[src/design/seven_segment_rect_generator_core_assert.svh]
// ----------------------------------------------------------------------------
// Seven-segment rect generator assertion macros
// Shared concurrent-assertion shorthands, clocked on clk, disabled in reset.
// ----------------------------------------------------------------------------
`ifndef SEVEN_SEGMENT_RECT_GENERATOR_CORE_ASSERT_SVH
`define SEVEN_SEGMENT_RECT_GENERATOR_CORE_ASSERT_SVH

// same-cycle implication
`define SRG_ASSERT_SAME(lbl, ante, cons) \
  lbl: assert property (@(posedge clk) disable iff (!rst_n) (ante) |-> (cons)) \
    else $error("srg assertion failed (same cycle)");

// next-cycle implication
`define SRG_ASSERT_NEXT(lbl, ante, cons) \
  lbl: assert property (@(posedge clk) disable iff (!rst_n) (ante) |=> (cons)) \
    else $error("srg assertion failed (next cycle)");

`endif

[src/design/srg_pkg.sv]
// ----------------------------------------------------------------------------
// srg_pkg
// Types, constants and helpers shared by the seven-segment rect generator.
// ----------------------------------------------------------------------------
`default_nettype none

package srg_pkg;

  localparam int COORD_W  = 16;
  localparam int PC_W     = 12;
  localparam int COL_W    = 8;
  localparam int VAL_W    = 8;
  localparam int FH_W     = 8;
  localparam int T_W      = 5;   // thickness, boosted, max 25
  localparam int LEN_W    = 7;   // segment length, max 102
  localparam int OFF_W    = 9;   // offset inside one glyph
  localparam int PAT_W    = 7;
  localparam int NUM_SEGS = 7;
  localparam int NUM_RECTS = 2 * NUM_SEGS;
  localparam int IDX_W    = 4;
  localparam int SEG_W    = 3;

  localparam int IN_TDATA_W  = 56;
  localparam int OUT_TDATA_W = 88;

  // x/10 == (x*205) >> 11 for every 8-bit x
  localparam logic [15:0] DIV10_MUL   = 16'd205;
  localparam int          DIV10_SHIFT = 11;

  localparam logic [FH_W-1:0]  BOOST_LIMIT = 8'd40;
  localparam logic [T_W-1:0]   BOOST_T     = 5'd2;
  localparam logic [VAL_W-1:0] BLANK_VALUE = 8'd255;
  localparam logic [VAL_W-1:0] MAX_DIGIT   = 8'd9;

  typedef enum logic [0:0] {
    CMD_DIGIT  = 1'b0,
    CMD_NUMBER = 1'b1
  } cmd_t;

  typedef enum logic [SEG_W-1:0] {
    SEG_A, SEG_B, SEG_C, SEG_D, SEG_E, SEG_F, SEG_G
  } seg_t;

  typedef struct packed {
    cmd_t               cmd;
    logic [COORD_W-1:0] x;
    logic [COORD_W-1:0] y;
    logic [VAL_W-1:0]   value;
    logic [FH_W-1:0]    fh;
    logic [COL_W-1:0]   ink;
  } req_t;

  typedef struct packed {
    cmd_t               cmd;
    logic [COORD_W-1:0] x;
    logic [COORD_W-1:0] y;
    logic [VAL_W-1:0]   value;
    logic [FH_W-1:0]    fh;
    logic [COL_W-1:0]   ink;
    logic [T_W-1:0]     t0;
    logic [T_W-1:0]     tens;
  } s1_t;

  typedef struct packed {
    logic [COORD_W-1:0] x;
    logic [COORD_W-1:0] x2;
    logic [COORD_W-1:0] y;
    logic [T_W-1:0]     t;
    logic [LEN_W-1:0]   len;
    logic [PAT_W-1:0]   pat0;
    logic [PAT_W-1:0]   pat1;
    logic               en0;
    logic               en1;
    logic [COL_W-1:0]   ink;
  } s2_t;

  typedef struct packed {
    logic [COORD_W-1:0] x;
    logic [COORD_W-1:0] x2;
    logic [COORD_W-1:0] y;
    logic [T_W-1:0]     t;
    logic [LEN_W-1:0]   len;
    logic [OFF_W-1:0]   o_lt;    // len + t
    logic [OFF_W-1:0]   o_2tl;   // 2t + len
    logic [OFF_W-1:0]   o_2t2l;  // 2t + 2len
    logic [PC_W-1:0]    pc;
    logic [PAT_W-1:0]   pat0;
    logic [PAT_W-1:0]   pat1;
    logic               en0;
    logic               en1;
    logic [COL_W-1:0]   ink;
  } geom_t;

  typedef struct packed {
    logic [NUM_RECTS-1:0][COORD_W-1:0] cx;
    logic [NUM_RECTS-1:0][COORD_W-1:0] cy;
    logic [NUM_RECTS-1:0]              keep;
    logic [NUM_RECTS-1:0]              lit;
    logic [T_W-1:0]                    t;
    logic [LEN_W-1:0]                  len;
    logic [PC_W-1:0]                   pc;
    logic [COL_W-1:0]                  ink;
  } place_t;

  typedef struct packed {
    logic [COL_W-1:0]   colour;
    logic [PC_W-1:0]    pc;
    logic [COORD_W-1:0] ye;
    logic [COORD_W-1:0] xe;
    logic [COORD_W-1:0] ys;
    logic [COORD_W-1:0] xs;
  } rect_t;

  typedef struct packed {
    logic busy;
    logic emit;
    logic last_pick;
  } emit_stat_t;

  // segment pattern, A in bit 6 down to G in bit 0
  function automatic logic [PAT_W-1:0] glyph(input logic [3:0] d);
    logic [PAT_W-1:0] p;
    case (d)
      4'd0: p = 7'b1111110;
      4'd1: p = 7'b0110000;
      4'd2: p = 7'b1101101;
      4'd3: p = 7'b1111001;
      4'd4: p = 7'b0110011;
      4'd5: p = 7'b1011011;
      4'd6: p = 7'b1011111;
      4'd7: p = 7'b1110000;
      4'd8: p = 7'b1111111;
      4'd9: p = 7'b1110011;
      default: p = '0;
    endcase
    return p;
  endfunction

  function automatic logic seg_horiz(input seg_t s);
    return (s == SEG_A) || (s == SEG_D) || (s == SEG_G);
  endfunction

  function automatic logic [OFF_W-1:0] seg_dx(input seg_t s, input geom_t g);
    logic [OFF_W-1:0] d;
    case (s)
      SEG_A, SEG_D, SEG_G: d = OFF_W'(g.t);
      SEG_B, SEG_C:        d = g.o_lt;
      default:             d = '0;
    endcase
    return d;
  endfunction

  function automatic logic [OFF_W-1:0] seg_dy(input seg_t s, input geom_t g);
    logic [OFF_W-1:0] d;
    case (s)
      SEG_B, SEG_F: d = OFF_W'(g.t);
      SEG_C, SEG_E: d = g.o_2tl;
      SEG_D:        d = g.o_2t2l;
      SEG_G:        d = g.o_lt;
      default:      d = '0;
    endcase
    return d;
  endfunction

endpackage

`default_nettype wire

[src/design/srg_geom.sv]
// ----------------------------------------------------------------------------
// srg_geom
// Three-stage front end: divide by ten, glyph decode, segment offsets.
// ----------------------------------------------------------------------------
`default_nettype none

module srg_geom import srg_pkg::*; (
  input  logic  clk,
  input  logic  rst_n,
  input  logic  req_valid,
  output logic  req_ready,
  input  req_t  req,
  output logic  geom_valid,
  input  logic  geom_ready,
  output geom_t geom
);

  s1_t   s1_r, s1_nxt;
  s2_t   s2_r, s2_nxt;
  geom_t s3_r, s3_nxt;
  logic  s1_v_r, s2_v_r, s3_v_r;
  logic  rdy1, rdy2, rdy3;

  assign rdy3 = !s3_v_r || geom_ready;
  assign rdy2 = !s2_v_r || rdy3;
  assign rdy1 = !s1_v_r || rdy2;
  assign req_ready  = rdy1;
  assign geom_valid = s3_v_r;
  assign geom       = s3_r;

  // stage 1: thickness and tens digit by reciprocal multiply
  always_comb begin
    logic [15:0] fh_prod;
    logic [15:0] v_prod;
    fh_prod = {8'd0, req.fh} * DIV10_MUL;
    v_prod  = {8'd0, req.value} * DIV10_MUL;
    s1_nxt.cmd   = req.cmd;
    s1_nxt.x     = req.x;
    s1_nxt.y     = req.y;
    s1_nxt.value = req.value;
    s1_nxt.fh    = req.fh;
    s1_nxt.ink   = req.ink;
    s1_nxt.t0    = T_W'(fh_prod >> DIV10_SHIFT);
    s1_nxt.tens  = T_W'(v_prod >> DIV10_SHIFT);
  end

  // stage 2: ones digit, length, boosted thickness, patterns
  always_comb begin
    logic [VAL_W-1:0] tens_x10;
    logic [3:0]       ones;
    logic [FH_W-1:0]  len_x2;
    logic [9:0]       fh_x3;
    tens_x10 = {s1_r.tens, 3'b000} + {2'b00, s1_r.tens, 1'b0};
    ones     = 4'(s1_r.value - tens_x10);
    len_x2   = s1_r.fh - {2'b00, s1_r.t0, 1'b0};
    fh_x3    = {1'b0, s1_r.fh, 1'b0} + {2'b00, s1_r.fh};
    s2_nxt.x   = s1_r.x;
    s2_nxt.y   = s1_r.y;
    s2_nxt.x2  = s1_r.x + COORD_W'(fh_x3[9:1]);
    s2_nxt.t   = (s1_r.fh < BOOST_LIMIT) ? s1_r.t0 + BOOST_T : s1_r.t0;
    s2_nxt.len = len_x2[LEN_W:1];
    s2_nxt.ink = s1_r.ink;
    if (s1_r.cmd == CMD_DIGIT) begin
      s2_nxt.pat0 = (s1_r.value <= MAX_DIGIT) ? glyph(s1_r.value[3:0]) : '0;
      s2_nxt.en0  = (s1_r.value <= MAX_DIGIT) || (s1_r.value == BLANK_VALUE);
      s2_nxt.pat1 = '0;
      s2_nxt.en1  = 1'b0;
    end else begin
      s2_nxt.pat0 = glyph(ones);
      s2_nxt.en0  = 1'b1;
      s2_nxt.pat1 = glyph(s1_r.tens[3:0]);
      s2_nxt.en1  = (VAL_W'(s1_r.tens) <= MAX_DIGIT);
    end
  end

  // stage 3: offset sums and the shared pixel count
  always_comb begin
    s3_nxt.x      = s2_r.x;
    s3_nxt.x2     = s2_r.x2;
    s3_nxt.y      = s2_r.y;
    s3_nxt.t      = s2_r.t;
    s3_nxt.len    = s2_r.len;
    s3_nxt.o_lt   = OFF_W'(s2_r.len) + OFF_W'(s2_r.t);
    s3_nxt.o_2tl  = OFF_W'(s2_r.len) + {3'b000, s2_r.t, 1'b0};
    s3_nxt.o_2t2l = {1'b0, s2_r.len, 1'b0} + {3'b000, s2_r.t, 1'b0};
    s3_nxt.pc     = PC_W'(s2_r.len * s2_r.t);
    s3_nxt.pat0   = s2_r.pat0;
    s3_nxt.pat1   = s2_r.pat1;
    s3_nxt.en0    = s2_r.en0;
    s3_nxt.en1    = s2_r.en1;
    s3_nxt.ink    = s2_r.ink;
  end

  always_ff @(posedge clk) begin
    if (!rst_n) begin
      s1_v_r <= 1'b0;
      s2_v_r <= 1'b0;
      s3_v_r <= 1'b0;
    end else begin
      if (rdy1) s1_v_r <= req_valid;
      if (rdy2) s2_v_r <= s1_v_r;
      if (rdy3) s3_v_r <= s2_v_r;
    end
  end

  always_ff @(posedge clk) begin
    if (rdy1 && req_valid) s1_r <= s1_nxt;
    if (rdy2 && s1_v_r)    s2_r <= s2_nxt;
    if (rdy3 && s2_v_r)    s3_r <= s3_nxt;
  end

endmodule

`default_nettype wire

[src/design/srg_place.sv]
// ----------------------------------------------------------------------------
// srg_place
// Places all fourteen rectangles and marks the enabled ones that fit the display.
// ----------------------------------------------------------------------------
`default_nettype none

module srg_place import srg_pkg::*; #(
  parameter int DISPLAY_WIDTH  = 480,
  parameter int DISPLAY_HEIGHT = 320
) (
  input  logic   clk,
  input  logic   rst_n,
  input  logic   geom_valid,
  output logic   geom_ready,
  input  geom_t  geom,
  output logic   place_valid,
  input  logic   place_ready,
  output place_t place
);

  place_t place_r, place_nxt;
  logic   v_r;
  logic   rdy;

  assign rdy         = !v_r || place_ready;
  assign geom_ready  = rdy;
  assign place_valid = v_r;
  assign place       = place_r;

  // one lane per rectangle, glyph-major, A..G within a glyph
  always_comb begin
    seg_t               s;
    logic [COORD_W-1:0] bx;
    logic [LEN_W-1:0]   w;
    logic [LEN_W-1:0]   h;
    logic [COORD_W:0]   xsum;
    logic [COORD_W:0]   ysum;
    logic               en;
    logic [PAT_W-1:0]   pat;
    place_nxt.t   = geom.t;
    place_nxt.len = geom.len;
    place_nxt.pc  = geom.pc;
    place_nxt.ink = geom.ink;
    for (int i = 0; i < NUM_RECTS; i++) begin
      s   = seg_t'(SEG_W'((i < NUM_SEGS) ? i : i - NUM_SEGS));
      bx  = (i < NUM_SEGS) ? geom.x : geom.x2;
      en  = (i < NUM_SEGS) ? geom.en0 : geom.en1;
      pat = (i < NUM_SEGS) ? geom.pat0 : geom.pat1;
      w   = seg_horiz(s) ? geom.len : LEN_W'(geom.t);
      h   = seg_horiz(s) ? LEN_W'(geom.t) : geom.len;
      place_nxt.cx[i] = bx + COORD_W'(seg_dx(s, geom));
      place_nxt.cy[i] = geom.y + COORD_W'(seg_dy(s, geom));
      xsum = {1'b0, place_nxt.cx[i]} + (COORD_W+1)'(w);
      ysum = {1'b0, place_nxt.cy[i]} + (COORD_W+1)'(h);
      place_nxt.keep[i] = en && (xsum <= (COORD_W+1)'(DISPLAY_WIDTH))
                             && (ysum <= (COORD_W+1)'(DISPLAY_HEIGHT));
      place_nxt.lit[i]  = pat[PAT_W-1-int'(s)];
    end
  end

  always_ff @(posedge clk) begin
    if (!rst_n) begin
      v_r <= 1'b0;
    end else if (rdy) begin
      v_r <= geom_valid;
    end
  end

  always_ff @(posedge clk) begin
    if (rdy && geom_valid) place_r <= place_nxt;
  end

endmodule

`default_nettype wire

[src/design/srg_emit.sv]
// ----------------------------------------------------------------------------
// srg_emit
// Serializes the kept rectangles of one request into the output register.
// ----------------------------------------------------------------------------
`default_nettype none

module srg_emit import srg_pkg::*; (
  input  logic             clk,
  input  logic             rst_n,
  input  logic             place_valid,
  output logic             place_ready,
  input  place_t           place,
  input  logic [COL_W-1:0] bg_colour,
  output logic             out_valid,
  input  logic             out_ready,
  output rect_t            out_rect,
  output logic             out_last,
  output emit_stat_t       stat
);

  logic [NUM_RECTS-1:0][COORD_W-1:0] cx_r, cy_r;
  logic [NUM_RECTS-1:0] mask_r, mask_nxt;
  logic [NUM_RECTS-1:0] lit_r;
  logic [T_W-1:0]       t_r;
  logic [LEN_W-1:0]     len_r;
  logic [PC_W-1:0]      pc_r;
  logic [COL_W-1:0]     ink_r;

  logic                 out_valid_r, out_valid_nxt;
  logic                 out_last_r;
  rect_t                rect_r, rect_nxt;

  logic                 busy, emit, load, last_pick, found;
  logic [IDX_W-1:0]     idx;
  logic [NUM_RECTS-1:0] pick;
  seg_t                 seg;
  logic [LEN_W-1:0]     w, h;

  // lowest pending rectangle goes first
  always_comb begin
    found = 1'b0;
    idx   = '0;
    for (int i = 0; i < NUM_RECTS; i++) begin
      if (mask_r[i] && !found) begin
        idx   = IDX_W'(i);
        found = 1'b1;
      end
    end
  end

  assign pick      = NUM_RECTS'(1) << idx;
  assign busy      = |mask_r;
  assign last_pick = ((mask_r & ~pick) == '0);
  assign emit      = busy && (!out_valid_r || out_ready);
  assign load      = !busy || (emit && last_pick);
  assign place_ready = load;

  assign seg = seg_t'(SEG_W'((idx < IDX_W'(NUM_SEGS)) ? idx : idx - IDX_W'(NUM_SEGS)));
  assign w   = seg_horiz(seg) ? len_r : LEN_W'(t_r);
  assign h   = seg_horiz(seg) ? LEN_W'(t_r) : len_r;

  always_comb begin
    rect_nxt.xs     = cx_r[idx];
    rect_nxt.ys     = cy_r[idx];
    rect_nxt.xe     = cx_r[idx] + COORD_W'(w) - COORD_W'(1);
    rect_nxt.ye     = cy_r[idx] + COORD_W'(h) - COORD_W'(1);
    rect_nxt.pc     = pc_r;
    rect_nxt.colour = lit_r[idx] ? ink_r : bg_colour;
  end

  always_comb begin
    if (load) begin
      mask_nxt = place_valid ? place.keep : '0;
    end else if (emit) begin
      mask_nxt = mask_r & ~pick;
    end else begin
      mask_nxt = mask_r;
    end
    if (emit) begin
      out_valid_nxt = 1'b1;
    end else if (out_ready) begin
      out_valid_nxt = 1'b0;
    end else begin
      out_valid_nxt = out_valid_r;
    end
  end

  always_ff @(posedge clk) begin
    if (!rst_n) begin
      mask_r      <= '0;
      out_valid_r <= 1'b0;
    end else begin
      mask_r      <= mask_nxt;
      out_valid_r <= out_valid_nxt;
    end
  end

  always_ff @(posedge clk) begin
    if (load && place_valid) begin
      cx_r  <= place.cx;
      cy_r  <= place.cy;
      lit_r <= place.lit;
      t_r   <= place.t;
      len_r <= place.len;
      pc_r  <= place.pc;
      ink_r <= place.ink;
    end
    if (emit) begin
      rect_r     <= rect_nxt;
      out_last_r <= last_pick;
    end
  end

  assign out_valid = out_valid_r;
  assign out_rect  = rect_r;
  assign out_last  = out_last_r;

  assign stat.busy      = busy;
  assign stat.emit      = emit;
  assign stat.last_pick = last_pick;

endmodule

`default_nettype wire

[src/design/seven_segment_rect_generator_core.sv]
// ----------------------------------------------------------------------------
// seven_segment_rect_generator_core
// Turns seven-segment draw requests into fill-rectangle commands.
// ----------------------------------------------------------------------------
//  channel | direction | payload
//  in_     | slave     | tuser: command; tdata: origin_x, origin_y, value,
//          |           |   char_height, ink_colour
//  out_    | master    | tdata: win_x/y_start, win_x/y_end, pixel_count,
//          |           |   fill_colour; tlast: last
//  cfg_    | write     | data: background_colour, always ready
//
// A request passes four register stages, then the serializer sends one
// rectangle per cycle while out_tready is high, up to 14 per request.
// The serializer and its output register set the rate. Synchronous
// active-low reset clears all valid bits and the background colour.
// Stalls hold every stage in place.
// ----------------------------------------------------------------------------
`default_nettype none

`include "seven_segment_rect_generator_core_assert.svh"

module seven_segment_rect_generator_core import srg_pkg::*; #(
  parameter int DISPLAY_WIDTH  = 480,
  parameter int DISPLAY_HEIGHT = 320
) (
  input  logic                   clk,
  input  logic                   rst_n,
  input  logic                   in_tvalid,
  output logic                   in_tready,
  // origin_x, origin_y, value, char_height, ink_colour
  input  logic [IN_TDATA_W-1:0]  in_tdata,
  // command
  input  logic                   in_tuser,
  output logic                   out_tvalid,
  input  logic                   out_tready,
  // win_x_start, win_y_start, win_x_end, win_y_end, pixel_count, fill_colour
  output logic [OUT_TDATA_W-1:0] out_tdata,
  output logic                   out_tlast,
  input  logic                   cfg_valid,
  output logic                   cfg_ready,
  input  logic [COL_W-1:0]       cfg_data
);

  logic [COL_W-1:0] bg_r, bg_nxt;
  req_t       req;
  geom_t      geom;
  place_t     place;
  rect_t      rect;
  emit_stat_t stat;
  logic       geom_valid, geom_ready;
  logic       place_valid, place_ready;

  assign cfg_ready = 1'b1;
  assign bg_nxt    = (cfg_valid && cfg_ready) ? cfg_data : bg_r;

  always_ff @(posedge clk) begin
    if (!rst_n) begin
      bg_r <= '0;
    end else begin
      bg_r <= bg_nxt;
    end
  end

  assign req.cmd   = cmd_t'(in_tuser);
  assign req.x     = in_tdata[15:0];
  assign req.y     = in_tdata[31:16];
  assign req.value = in_tdata[39:32];
  assign req.fh    = in_tdata[47:40];
  assign req.ink   = in_tdata[55:48];

  srg_geom u_geom (
    .clk        (clk),
    .rst_n      (rst_n),
    .req_valid  (in_tvalid),
    .req_ready  (in_tready),
    .req        (req),
    .geom_valid (geom_valid),
    .geom_ready (geom_ready),
    .geom       (geom)
  );

  srg_place #(
    .DISPLAY_WIDTH  (DISPLAY_WIDTH),
    .DISPLAY_HEIGHT (DISPLAY_HEIGHT)
  ) u_place (
    .clk         (clk),
    .rst_n       (rst_n),
    .geom_valid  (geom_valid),
    .geom_ready  (geom_ready),
    .geom        (geom),
    .place_valid (place_valid),
    .place_ready (place_ready),
    .place       (place)
  );

  srg_emit u_emit (
    .clk         (clk),
    .rst_n       (rst_n),
    .place_valid (place_valid),
    .place_ready (place_ready),
    .place       (place),
    .bg_colour   (bg_r),
    .out_valid   (out_tvalid),
    .out_ready   (out_tready),
    .out_rect    (rect),
    .out_last    (out_tlast),
    .stat        (stat)
  );

  assign out_tdata = {4'b0000, rect.colour, rect.pc, rect.ye, rect.xe, rect.ys, rect.xs};

  `SRG_ASSERT_NEXT(a_emit_fills_out, stat.emit, out_tvalid)
  `SRG_ASSERT_NEXT(a_last_marked, stat.emit && stat.last_pick, out_tlast)
  `SRG_ASSERT_NEXT(a_mid_unmarked, stat.emit && !stat.last_pick, !out_tlast)
  `SRG_ASSERT_SAME(a_no_overwrite, out_tvalid && !out_tready, !stat.emit)

endmodule

`default_nettype wire

[config.mk]
export PLATFORM = sky130hd
export DESIGN_NAME = seven_segment_rect_generator_core
export DESIGN_NICKNAME = d
export VERILOG_FILES = /design/src/design/srg_pkg.sv /design/src/design/srg_geom.sv /design/src/design/srg_place.sv /design/src/design/srg_emit.sv /design/src/design/seven_segment_rect_generator_core.sv
export VERILOG_INCLUDE_DIRS = /design/src /design/src/design
export SDC_FILE = /design/constraint.sdc
export NUM_CORES = 1
export LEC_CHECK = 0
export BUFFER_PORTS_ARGS = -buffer_cell sky130_fd_sc_hd__buf_2
export CAP_MARGIN = 10
export CORE_AREA = 2 2 234 352
export DETAILED_ROUTE_END_ITERATION = 8
export DIE_AREA = 0 0 236 354
export PLACE_DENSITY = 0.7
export SYNTH_ARGS = -nofsm -noshare
export SYNTH_HDL_FRONTEND = slang
export SYNTH_SLANG_ARGS = --single-unit
[constraint.sdc]
create_clock -name clk -period 19.8 [get_ports clk]
set_input_delay 1.98 -clock clk [delete_from_list [all_inputs] [get_ports clk]]
set_output_delay 1.98 -clock clk [all_outputs]
set_load 0.02 [all_outputs]
==> run summary <==
The flow ran to the end, and the final reports show no timing, DRC or antenna violations. Yosys mapped the design onto 99 distinct sky130hd cell types. The worst register-to-register path ends at u_geom.geom[27]$_DFFE_PP_.

The number of violations of the max-capacitance limit came out at 0. The biggest area contributor in the post-synthesis netlist is sky130_fd_sc_hd__edfxtp_1. During I/O placement, the number of pins put on the boundary was 162.

Data on the critical path is required at its endpoint by 17.82 ns. The area of the die is between 80000 and 90000 um2. The area of the placeable core came out at 80560 um2. The via count of the first global-routing pass came to 26030. In the layout the commonest cells are 803 x sky130_fd_sc_hd__edfxtp_1, 314 x sky130_fd_sc_hd__ha_1, 238 x sky130_fd_sc_hd__inv_1, 231 x sky130_fd_sc_hd__nand2_1, 178 x sky130_fd_sc_hd__a21oi_1.

The routed length per placed instance is 20.24 um. The layout overhead on the synthesized area is 10.65%. The horizontal extent of the die is approximately 240 um. The share of synthesized area in the top cell type comes to 0.5694. The fraction of final layout cells sized beyond drive strength 1 came out at 0.1059. The met2 usage is 0.3944. The global-route met3 utilization is 0.02846. The total of warnings raised by yosys is 0. After clock tree synthesis, the flow added hold-fix buffers numbering 0.

The count of input and output buffers is 156. CTS saw 844 sinks. Clock-pin slew was measured on the worst setup and hold paths at about 0.06 ns. The final cycle utilization of the critical path came out at 0.3774. The worst register-to-register path has a depth of 17. The critical path is of the reg -> out type. The worst slack at placement is 12.51 ns. The number of buffers inserted by post-CTS setup repair is 0. The CTS H-tree depth is 3.

The max-slew headroom at the worst pin came out at 0.1875. The first global-routing pass estimated 143400 um of wire. The total global-route track usage came out at 0.2214. The number of clock buffers added by TritonCTS is 78. The number of antenna violations at the first check in global routing came out at 2. The total routed wirelength is just over 90000 um. The highest fanout seen on the critical path is 64. The floorplan has approximately 130 rows.

The total count of max-transition violations in the final report is 0. The die boundary height is roughly 350 um. Setup violations remaining at the end of the flow were counted as 0.

The share of the Yosys chip area taken by registers is 0.5888. The clock reaches the later pin of the worst-skew pair after approximately 0.65 ns. The arrival time at the worst endpoint is 5.49 ns. The largest net degree at the start of global routing came out at 161. The worst hold path depth is 0. The number of enable-type register cells in the synthesized netlist is between 800 and 900. The vias per cell came out at around 5.7. The maximum resistive drop on vdd came out at 0.07106 mV. The maximum clock skew at final layout came out at 0.03167 ns. Once detail routing completed, the nets flagged for antenna violations numbered 0. STA classifies the critical path endpoint as a primary output.

The final weighted congestion of routability-driven global placement is 0.8830. In this run the worst hold path is classified as reg -> reg. The estimated wirelength of the detail-placed design is 67630 um. Synthesis inferred about 840 register bits. The most used flip-flop cell after synthesis is sky130_fd_sc_hd__edfxtp_1.

The launch point of the worst hold path is u_place.place[61]$_DFFE_PP_. The post-synthesis instance area came out at around 42000 um2. The worst setup slack for register-to-register paths came out at 12.59 ns. The ratio of total power to cell area is 105.0 nW/um2.

The count of endpoints failing hold in the final timing report is 0. The cell count after synthesis came out at 3256. The kind of start point of the critical path is a register. The worst setup slack after layout is ~12 ns. The initial utilization of the core area, before any placement, comes to 0.5257. Of all flip-flops after synthesis, the portion carrying an async set or reset was 0.

The slew at the pin with the worst max-slew slack came out at 1.216 ns. The synthesized area per cell came out at around 13 um2. The highest attainable clock frequency came out at approximately 130 MHz. The clock period could shrink to 7.472 ns. The post-cts resize count came out at 0. Summing over every cut layer, the via total after detailed routing is 25980.

The worst hold path terminates at u_emit.cy_r[1]$_DFFE_PP_. The worst register-to-register path begins at u_emit.mask_r[2]$_SDFFE_PN0P_. The number of DRC markers in iteration 0 is approximately 1800. After synthesis, the cell types taking the most area are sky130_fd_sc_hd__edfxtp_1 57%, sky130_fd_sc_hd__ha_1 9.3%, sky130_fd_sc_hd__xnor2_1 2.9%. TritonCTS built the clock tree. The leakage power of the design is 17.90 nW. The total negative slack came out at 0 ns.

In the final design database the tool counted 3868 nets. Setup repair after global routing left no endpoint under its margin. The most common library cell in the layout ignoring fill and taps is sky130_fd_sc_hd__edfxtp_1. The number of detailed-routing iterations run before antenna repair is 6.

In this run the most used layer during global routing was met2. For this run, design rule violations remaining after detail routing come to 0. For this run, global-route usage on met1 was measured as 0.2675.

In this run the deepest clock path goes through 3 buffers. The total overflow left after global routing is 0. The buffer cell driving the clock tree root is sky130_fd_sc_hd__clkbuf_16.
[layout make-up]
type	count	area, um2
antenna	1	2.502
clock buffer	93	2008
clock inverter	49	574.3
fill	6445	33700
inverter	242	912.1
multi-input combinational	2081	16160
sequential	844	24930
tap	1040	1301
timing repair buffer	177	963.4
[synth_stat cells (26+ instances only)]
cell	n
sky130_fd_sc_hd__a21oi_1	178
sky130_fd_sc_hd__nand4_1	26
sky130_fd_sc_hd__a21o_1	65
sky130_fd_sc_hd__a22oi_1	33
sky130_fd_sc_hd__a211oi_1	33
sky130_fd_sc_hd__and2_1	34
sky130_fd_sc_hd__clkbuf_1	58
sky130_fd_sc_hd__nand3_1	71
sky130_fd_sc_hd__nor2_1	123
sky130_fd_sc_hd__fa_1	60
sky130_fd_sc_hd__o21ai_0	115
sky130_fd_sc_hd__nand2_1	231
sky130_fd_sc_hd__ha_1	314
sky130_fd_sc_hd__nor3_1	43
sky130_fd_sc_hd__mux2i_1	51
sky130_fd_sc_hd__o21bai_1	29
sky130_fd_sc_hd__edfxtp_1	803
sky130_fd_sc_hd__dfxtp_1	41
sky130_fd_sc_hd__xor2_1	94
sky130_fd_sc_hd__xnor2_1	141
sky130_fd_sc_hd__o21a_1	34
sky130_fd_sc_hd__inv_1	239
sky130_fd_sc_hd__and3_1	30
sky130_fd_sc_hd__a31oi_1	27
sky130_fd_sc_hd__nor2b_1	45
[per-layer routing]
layer / wire length [um] / share of wire
met5: 0 / 0
met3: 4309 / 0.047
met1: 36820 / 0.40
met4: 3924 / 0.043
met2: 46590 / 0.51
[power breakdown]
| part | total (mW) | switching, mW | internal, mW |
|---|---|---|---|
| Sequential | 2.21 | 0.0695 | 2.14 |
| Combinational | 1.20 | 0.695 | 0.502 |
| Clock | 1.52 | 0.653 | 0.865 |
| Total | 4.92 | 1.42 | 3.50 |
[cells by family after synthesis]
family                     count (synthesis)  share of synthesized area
AOI/OAI and AO/OA                        691                     0.1095
muxes                                     70                    0.01734
xor gates and xnor gates                 236                    0.04899
buffers and inverters                    334                    0.03129
adders and majority gates                374                     0.1211
DFF                                      844                     0.5888
and+or+nand+nor                          705                    0.08284
other                                      2                  0.0001773
[critical path, cell delays in order (launching register included)]
cell and delay (ns):
sky130_fd_sc_hd__dfxtp_1 0.40, sky130_fd_sc_hd__or4_4 0.59, sky130_fd_sc_hd__nor2_4 0.19, sky130_fd_sc_hd__o211ai_1 0.11, sky130_fd_sc_hd__a32o_2 0.22, sky130_fd_sc_hd__buf_4 0.33, sky130_fd_sc_hd__inv_4 0.56, sky130_fd_sc_hd__ha_1 0.33
sky130_fd_sc_hd__ha_1 0.18, sky130_fd_sc_hd__nand2b_1 0.13, sky130_fd_sc_hd__o2111ai_1 0.12, sky130_fd_sc_hd__a2111oi_0 0.67, sky130_fd_sc_hd__o2111ai_1 0.32, sky130_fd_sc_hd__a21oi_1 0.31, sky130_fd_sc_hd__nor2_1 0.10, sky130_fd_sc_hd__inv_1 0.07
sky130_fd_sc_hd__buf_2 0.16
[registers in the layout, summed over array words and instances (netlist names), named ones only]
signal               count
u_emit.out_last          1
u_emit.ink_r             8
u_emit.t_r               5
u_geom.geom_valid        1
u_emit.cx_r             96
bg_r                     8
u_emit.out_valid         1
u_geom.geom            111
u_geom.s1_v_r            1
u_emit.len_r             7
u_geom.s1_r             67
u_emit.lit_r            14
u_geom.s2_v_r            1
u_geom.s2_r             84
u_emit.out_rect         84
u_emit.pc_r             12
u_place.place          235
u_emit.cy_r             79
u_emit.mask_r           14
u_place.place_valid      1
[worst max path at each step]
stage / startpoint / endpoint / slack, ns
2_1_floorplan: u_emit.mask_r[3]$_SDFFE_PN0P_ / u_place.place[0]$_DFFE_PP_ / 5.01
3_3_place_gp: u_emit.mask_r[4]$_SDFFE_PN0P_ / u_geom.geom[34]$_DFFE_PP_ / 12.68
3_5_place_dp: u_emit.mask_r[4]$_SDFFE_PN0P_ / u_geom.geom[35]$_DFFE_PP_ / 12.51
4_1_cts: u_emit.mask_r[2]$_SDFFE_PN0P_ / in_tready / 12.25
5_1_grt: u_emit.mask_r[2]$_SDFFE_PN0P_ / in_tready / 11.90
6_report: u_emit.mask_r[2]$_SDFFE_PN0P_ / in_tready / 12.33
[per-stage QoR]
step	power, mW	area, um2	hold slack, ns	util	cells
floorplan	3.156	42360	0.4003	-	3259
global placement	3.418	44270	0.4003	0.5496	4384
detailed placement	3.447	44270	0.4045	0.5496	4384
CTS	4.969	46860	0.4020	0.5817	4526
global route	5.196	46860	0.4129	0.5817	4527
finish	4.921	46860	0.3959	0.5817	4527
(Power assumes the default switching activity.)
